--- src/hw/rtl/assert_macros.svh ---
// Assertion macros shared by the RTL of the Huffman tree walk decoder.
// No dependencies; included by modules that carry assertions.
`ifndef ASSERT_MACROS_SVH
`define ASSERT_MACROS_SVH

// same-cycle implication, disabled while reset is high
`define ASSERT_SAME(label, clk, rst, ante, cons, msg) \
   label: assert property (@(posedge clk) disable iff (rst) (ante) |-> (cons)) else $error(msg);

// next-cycle implication, disabled while reset is high
`define ASSERT_NEXT(label, clk, rst, ante, cons, msg) \
   label: assert property (@(posedge clk) disable iff (rst) (ante) |=> (cons)) else $error(msg);

`endif

--- src/hw/rtl/htwd_pkg.sv ---
// Types, codes and constants of the Huffman tree walk decoder.
// No dependencies; used by every module of the block.
`timescale 1ns / 1ps

package htwd_pkg;

   localparam int NODE_COUNT_DEF = 512;
   localparam int IDX_W          = 9;
   localparam int SYM_W          = 8;
   localparam int BYTE_BITS      = 8;
   localparam int COUNT_W        = 4;

   localparam logic OP_LOAD   = 1'b0;
   localparam logic OP_DECODE = 1'b1;

   typedef struct packed {
      logic             leaf;
      logic [SYM_W-1:0] symbol;
      logic [IDX_W-1:0] left;
      logic [IDX_W-1:0] right;
   } htwd_entry_type;

   typedef enum logic [1:0] {
      ST_IDLE,
      ST_WALK,
      ST_STEP,
      ST_FLUSH
   } htwd_state_type;

   typedef struct packed {
      logic load;
      logic start_byte;
      logic consume;
      logic descend;
      logic emit;
      logic to_root;
      logic flush;
   } htwd_cmd_type;

   typedef struct packed {
      logic leaf;
      logic bits_zero;
   } htwd_status_type;

endpackage

--- src/hw/rtl/htwd_ctrl.sv ---
// Sequencer of the Huffman tree walk decoder: one step of the walk per cycle.
// Depends on htwd_pkg.
`timescale 1ns / 1ps

module htwd_ctrl (
   input  logic                   clock,
   input  logic                   reset,
   input  logic                   start,
   input  logic                   req_op,
   input  htwd_pkg::htwd_status_type status,
   output htwd_pkg::htwd_cmd_type    cmd,
   output logic                   busy
);

   htwd_pkg::htwd_state_type state_ff;
   htwd_pkg::htwd_state_type state_in;

   always_ff @(posedge clock) begin
      if (reset) begin
         state_ff <= htwd_pkg::ST_IDLE;
      end else begin
         state_ff <= state_in;
      end
   end

   always_comb begin
      state_in = state_ff;
      unique case (state_ff)
         htwd_pkg::ST_IDLE: begin
            if (start && req_op == htwd_pkg::OP_DECODE) begin
               state_in = htwd_pkg::ST_WALK;
            end
         end
         htwd_pkg::ST_WALK: begin
            priority if (status.bits_zero) begin
               state_in = htwd_pkg::ST_FLUSH;
            end else if (!status.leaf) begin
               state_in = htwd_pkg::ST_STEP;
            end else begin
               state_in = htwd_pkg::ST_WALK;
            end
         end
         htwd_pkg::ST_STEP: begin
            priority if (status.leaf) begin
               state_in = status.bits_zero ? htwd_pkg::ST_FLUSH : htwd_pkg::ST_WALK;
            end else if (status.bits_zero) begin
               state_in = htwd_pkg::ST_FLUSH;
            end else begin
               state_in = htwd_pkg::ST_STEP;
            end
         end
         htwd_pkg::ST_FLUSH: begin
            state_in = htwd_pkg::ST_IDLE;
         end
         default: begin
            state_in = htwd_pkg::ST_IDLE;
         end
      endcase
   end

   always_comb begin
      cmd  = '0;
      busy = (state_ff != htwd_pkg::ST_IDLE);
      unique case (state_ff)
         htwd_pkg::ST_IDLE: begin
            if (start) begin
               cmd.start_byte = (req_op == htwd_pkg::OP_DECODE);
               cmd.load       = (req_op == htwd_pkg::OP_LOAD);
            end
         end
         htwd_pkg::ST_WALK: begin
            if (!status.bits_zero) begin
               cmd.consume = 1'b1;
               cmd.emit    = status.leaf;
               cmd.to_root = status.leaf;
               cmd.descend = !status.leaf;
            end
         end
         htwd_pkg::ST_STEP: begin
            priority if (status.leaf) begin
               cmd.emit    = 1'b1;
               cmd.to_root = 1'b1;
            end else if (!status.bits_zero) begin
               cmd.consume = 1'b1;
               cmd.descend = 1'b1;
            end else begin
               cmd = '0;
            end
         end
         htwd_pkg::ST_FLUSH: begin
            cmd.flush = 1'b1;
         end
         default: begin
            cmd = '0;
         end
      endcase
   end

endmodule

--- config.mk ---
export PLATFORM = sky130hd
export DESIGN_NAME = htwd_ctrl
export DESIGN_NICKNAME = d
export VERILOG_FILES = /design/src/hw/rtl/assert_macros.svh /design/src/hw/rtl/htwd_pkg.sv /design/src/hw/rtl/htwd_ctrl.sv
export SDC_FILE = /design/constraint.sdc
export NUM_CORES = 1
export LEC_CHECK = 0
export ABC_AREA = 1
export CAP_MARGIN = 20
export CORE_AREA = 2 2 39 41
export CTS_CLUSTER_SIZE = 24
export DETAILED_ROUTE_END_ITERATION = 8
export DIE_AREA = 0 0 41 43
export DONT_BUFFER_PORTS = 1
export PLACE_DENSITY_LB_ADDON = 0.3
export RECOVER_POWER = 50
export SLEW_MARGIN = 10
export SYNTH_ARGS = -nofsm -noshare
export SYNTH_HDL_FRONTEND = slang
export SYNTH_SLANG_ARGS = --single-unit
--- constraint.sdc ---
create_clock -name clock -period 1.1 [get_ports clock]
set_input_delay 0.11 -clock clock [delete_from_list [all_inputs] [get_ports clock]]
set_output_delay 0.11 -clock clock [all_outputs]
set_load 0.1 [all_outputs]
# --- Word level (Yosys, flattened, before mapping) ---
# Index checks and enable logic that the tools add are counted.
op_classes:
  add_sub_neg: 0
  mul: 0
  div: 0
  order_cmp: 0
  n_eq_ne: 4
  shifts: 0
  muxes: 15
  bitwise: 1
  n_reduce_logical: 4
ops:
  columns: ["operator", "n"]
  rows:
  - ["$mux 2", 9]
  - ["$pmux 2 s4", 1]
  - ["$pmux 4 s2", 1]
  - ["$eq 2x2->1 const B", 2]
  - ["$mux 4", 1]
  - ["$pmux 2 s2", 1]
  - ["$eq 2x1->1 const B", 1]
  - ["$logic_not 2->1", 1]
  - ["$mux 1", 2]
  - ["$ne 2x2->1 const B", 1]
  - ["$reduce_bool 2->1", 1]
  - ["$logic_and 1x1->1", 1]
  - ["$logic_not 1->1", 1]
  - ["$not 1->1", 1]
word_totals:
  register_bits: 2
  latch_bits: 0
  ram_bits: 0
  mem_bits_ro: 0
  inputBits: 6
  output_inout_bits: 8
  word_cells: 25
  n_memories: 0

# --- Longest topological paths before layout ---
# Gate-level depths: netlist of the first run.
depth:
  depth_word: 3
  ltp_mapped: 6
  depth_no_buf: 6

# --- Worst setup path after synthesis of the first run ---
# No wires, ideal clock.
synth_timing:
  path_kind: "register -> output"
  startpoint: "register state_ff[0]"
  endpoint: "output cmd[3] (netlist name)"
  arrival_time_ns: 2.877
  t_required_ns: 0.990
  slack_ns: -1.887
  stages_incl_launch_ff: 5
  n_path_buf: 0
  cell_sequence: "dfxtp_1 > inv_1 > ha_1 > o21ai_0 > nor3_1"
synth_rtl:
  columns: ["item", "line", "source"]
  rows:
  - ["start: declaration", "htwd_ctrl.sv:15", "htwd_pkg::htwd_state_type state_ff;"]
  - ["start signal: assignment", "htwd_ctrl.sv:20", "state_ff <= htwd_pkg::ST_IDLE;"]
  - ["start signal: assignment", "htwd_ctrl.sv:22", "state_ff <= state_in;"]
  - ["end: declaration", "htwd_ctrl.sv:11", "output htwd_pkg::htwd_cmd_type cmd,"]

==> results.yml, run 1 <==
flow_run:
  drv_cap: 0
timing:
  fin_crit_sh_pct: 134
  clock.fmax_mhz: 681
  fin_ws_ns: -0.369
  hold_slack_ns: 0.0668
  worst_pin_slew_ns: 0.206
  finalSetupViolCount: 8
  hold_viol_final: 0
  rsz0062_at_grt: "true"
  skew_ns: 0.000969
  slew_headroom_pct: 86.3
  maxSlewViolCount: 0
  layout_min_cycle_time_ns: 1.47
worst_hold_path:
  hold_path.class: "input pin to flip-flop"
setup_path:
  critPathKind: "flip-flop to output port"
  critPathRequiredTime_ns: 0.99
  critPathArrivalTime_ns: 1.36
  path_max_fanout: 4
  r2r_slack_ns: 0.02
  startpoint_type: "flip-flop"
  cp-end-kind: "output port"
final_layout:
  antenna_cells: 0
  regMostFlops: "state_ff"
  multi_input_area_um2: 327
  syn_to_final_growth_pct: 161
  drive_above_1_share_pct: 75.8
  final_cell_mix: "buf_12, nand2_1, nor2_1, buf_6"
  largestRegisters: "state_ff: 2 flops"
  finalInstanceArea_um2: 704
  largest_register_ffs: 2
  fillCellCount: 133
  ff_latch_area_um2: 47.5
  final_net_count: 77
  final_common_cell: "buf_12"
clock_network:
  cts.sinks: 2
  path_clk_slew_ns: 0.03
  cts_root_buf: "clkbuf_4"
  tritoncts: "done"
  clk_latency_ns: 0.22
  htree_levels: 1
  cts_buffers: 3
  cts_buffer_depth: 2
floorplanning:
  start_util_pct: 19.5
  io_pins: 14
  die_area_mm2: 0.00176
  die_x_um: 41
  rows: 14
  fp.dieH_um: 43
  core_area_mm2: 0.00138
grt:
  grt_pass1_wl_um: 1290
  grt_overflow: 0
  grt_max_degree: 6
  grt_usage_pct: 11.2
  antenna_found_initial: 0
  grt_pass1_vias: 322
placement:
  gp_congestion: 0.695
  hpwl_um: 589
  port_buffers: 0
  placed_area_um2: 547
drt:
  wl_per_cell_um: 10.6
  drt_iter0_drc: 2
  viasPerCell: 4.18
  drtPass1Iterations: 2
  via_count: 326
  routed_wl_um: 823
  drc: 0
  drtAntennaViolNets: 0
power:
  p_leak_uw: 0.000286
  finalPower_uw: 2170
  ir_worst_vdd_mv: 1.48
  powerDensity_mw_per_mm2: 3080
status:
  status: "finished, violations left"
  failed_checks: "negative setup slack"
yosys:
  synthesis.nets: 56
  ys_seq_area_share_pct: 14.8
  ys_types: 10
  syn-mean-instance-area_um2: 6.29
  ys_warn_count: 0
  syn_inst: 43
  synth.cell_area_um2: 270
  synth_seq_cells: 2
power by group:
group | total (uW) | switching [uW] | internal, uW
combinational | 1840 | 1070 | 769
clock | 162 | 41.3 | 120
sequential | 167 | 46.1 | 121
total | 2170 | 1160 | 1010
routing by layer:
layer	up-vias	part of all wire, %	GRT usage (%)
li1	171	-	-
met4	0	0	8.00
met2	7	57	17.5
met5	-	0	0
met3	0	3.3	3.14
met1	148	40	12.1
synthesized netlist by cell type (all sizes together):
cell   instances  area, um2
dfxtp          2       40.0
nor3           1       5.00
a21oi          3       15.0
nand2          8       30.0
ha             7       87.6
o21ai          2       10.0
nor2           8       30.0
inv            8       30.0
buf            1       7.51
nand3          3       15.0
stage by stage:
step	cells	setup slack (ns)	setup TNS [ns]	utilization (%)
2_1_floorplan	43	-0.667	-2.64	-
4_1_cts	76	-0.433	-2.41	46.3
3_5_place_dp	71	-0.232	-0.766	39.5
5_1_grt	78	-0.426	-2.69	50.9
3_3_place_gp	71	-0.209	-0.708	39.5
6_report	78	-0.369	-2.23	50.9
worst paths after layout:
path                                          startpoint                        to  cells after the start
worst max register to register  state_ff[1]$_SDFFE_PP0P_  state_ff[1]$_SDFFE_PP0P_                      7
worst min register to register  state_ff[1]$_SDFFE_PP0P_  state_ff[1]$_SDFFE_PP0P_                      5
worst max-delay path            state_ff[1]$_SDFFE_PP0P_                    cmd[4]                      5
worst min-delay path                               reset  state_ff[1]$_SDFFE_PP0P_                      3
area by class of cell:
| type | count | area share (%) |
|---|---|---|
| repair buffers | 17 | 35.0 |
| inverters | 8 | 5.86 |
| well taps | 16 | 2.84 |
| flip-flops and latches | 2 | 6.75 |
| clock buffers | 3 | 3.20 |
| multi-input cells | 32 | 46.4 |
kinds of logic after synthesis:
group / after synthesis / share of synthesized area [%]
buffers and inverters: 9 / 13.9
DFF: 2 / 14.8
adders and majority gates: 7 / 32.4
and+or+nand+nor: 20 / 29.6
AOI/OAI and AO/OA: 5 / 9.26
worst max-delay path, cell delays in order, from the launching register on:
cell,delay [ns]
dfxtp_4,0.37
inv_6,0.05
ha_4,0.29
nand3_2,0.09
a21oi_4,0.14
buf_12,0.18
repair_timing:
item,in CTS,in global routing
gates resized for setup,13,14
endpoints found under the setup margin,10,10
pin swaps,1,9
hold buffers,0,0
buffers inserted,2,3
Power figures use the tool's default switching activity.
==> inputs of run 2 (changes only) <==
- SKIP_CTS_REPAIR_TIMING: unset -> 1
- clock period: 1.1 -> 1.9 ns (I/O delays scaled with it)
==> run 2 against run 1 <==
Effect of this change:
- die area unchanged
- global-route usage shrank 1.9 points
- flip-flop and latch count unchanged
- the flow now finishes without violations
- wire length shrank 25%
- count of clock-buffer cells in the layout is the same
- critical path depth is 1 lower
- via count decreased by 14%
- non-clock buffer count is 10 lower
- register-to-register slack better by 0.74 ns
- design area decreased by 40%
- core utilization down 20 points
==> results.yml, run 2 (synthesized netlist as in run 1, its figures left out) <==
status:
  status: "completed"
clock_network:
  tritoncts: "done"
  path_clk_slew_ns: 0.03
  clk_latency_ns: 0.22
  cts_root_buf: "clkbuf_4"
  cts.sinks: 2
  cts_buffers: 3
  htree_levels: 1
  cts_buffer_depth: 2
floorplanning:
  core_area_mm2: 0.00138
  rows: 14
  start_util_pct: 19.5
  die_x_um: 41
  io_pins: 14
  die_area_mm2: 0.00176
  fp.dieH_um: 43
final_layout:
  final_net_count: 67
  regMostFlops: "state_ff"
  largest_register_ffs: 2
  final_cell_mix: "inv_1, nand2_1, ha_1, nor2_1, clkbuf_4"
  antenna_cells: 0
  fillCellCount: 145
  largestRegisters: "state_ff: 2 flops"
  drive_above_1_share_pct: 30.8
  syn_to_final_growth_pct: 56.9
timing:
  worst_pin_slew_ns: 0.538
  slew_headroom_pct: 64.3
  hold_viol_final: 0
  hold_slack_ns: 0.134
  fin_crit_sh_pct: 90.1
  finalSetupViolCount: 0
  clock.fmax_mhz: 584
  maxSlewViolCount: 0
  rsz0062_at_grt: "false"
  layout_min_cycle_time_ns: 1.71
  skew_ns: 0.00328
grt:
  grt_pass1_wl_um: 1060
  grt_usage_pct: 9.31
  grt_pass1_vias: 296
  antenna_found_initial: 0
  grt_overflow: 0
  grt_max_degree: 6
drt:
  wl_per_cell_um: 9.04
  drc: 0
  drtAntennaViolNets: 0
  viasPerCell: 4.12
  drtPass1Iterations: 2
  drt_iter0_drc: 2
  via_count: 280
  routed_wl_um: 615
setup_path:
  critPathRequiredTime_ns: 1.71
  critPathArrivalTime_ns: 1.52
  critPathKind: "flip-flop to output port"
  path_max_fanout: 5
  cp-end-kind: "output port"
  startpoint_type: "flip-flop"
placement:
  gp_congestion: 0.714
  port_buffers: 0
  hpwl_um: 508
flow_run:
  drv_cap: 0
worst_hold_path:
  hold_path.class: "input pin to flip-flop"
[run 2: cell types whose count changed in the layout (fill, tap and decap cells not counted), moves of 3 or more]
cell     before  now
ha_1          1    7
inv_1         2    8
inv_2         3    0
ha_4          4    0
buf_6         5    0
nand2_1       5    8
buf_4         4    1
buf_12        8    3
[run 2: final timing paths]
path | start | endpoint | slack (ns) | cells after the start
max | state_ff[1]$_SDFFE_PP0P_ | busy | 0.19 | 4
max reg2reg | state_ff[1]$_SDFFE_PP0P_ | state_ff[0]$_SDFFE_PP0P_ | 0.76 | 6
min reg2reg | state_ff[0]$_SDFFE_PP0P_ | state_ff[0]$_SDFFE_PP0P_ | 0.56 | 2
min | reset | state_ff[1]$_SDFFE_PP0P_ | 0.13 | 3
[run 2: metal layers]
layer	up-vias	share of wire, %	GRT usage (%)
li1	152	-	-
met1	118	36	8.92
met2	10	55	14.4
met3	0	8.0	5.24
met4	0	0	6.00
met5	-	0	0
[run 2: critical path, cell delays in order (launching register included)]
cell,delay (ns)
dfxtp_1,0.37
inv_1,0.12
ha_1,0.24
inv_1,0.13
buf_2,0.44
[run 2: area by class of cell]
cell class,count,area [um2],share of cell area (%)
multi-input combinational,32,225,53.1
sequential,2,41.3,9.73
clock buffer,3,22.5,5.31
inverter,8,30.0,7.08
timing repair buffer,7,85.1,20.1
tap,16,20.0,4.72
[run 2: stage by stage]
step	setup WS, ns	util, %	instance area [um2]	std cells	setup TNS (ns)
floorplan	-0.322	-	300	43	-0.322
global placement	0.363	30.2	418	65	0
detailed placement	0.329	30.2	418	65	0
CTS	0.0631	31.8	440	68	0
global route	0.0405	30.7	424	68	0
finish	0.188	30.7	424	68	0
Power of run 2 is left out: the tool's default activity adds up to more than one toggle a clock period on the data nets, which glitch-free logic cannot reach.
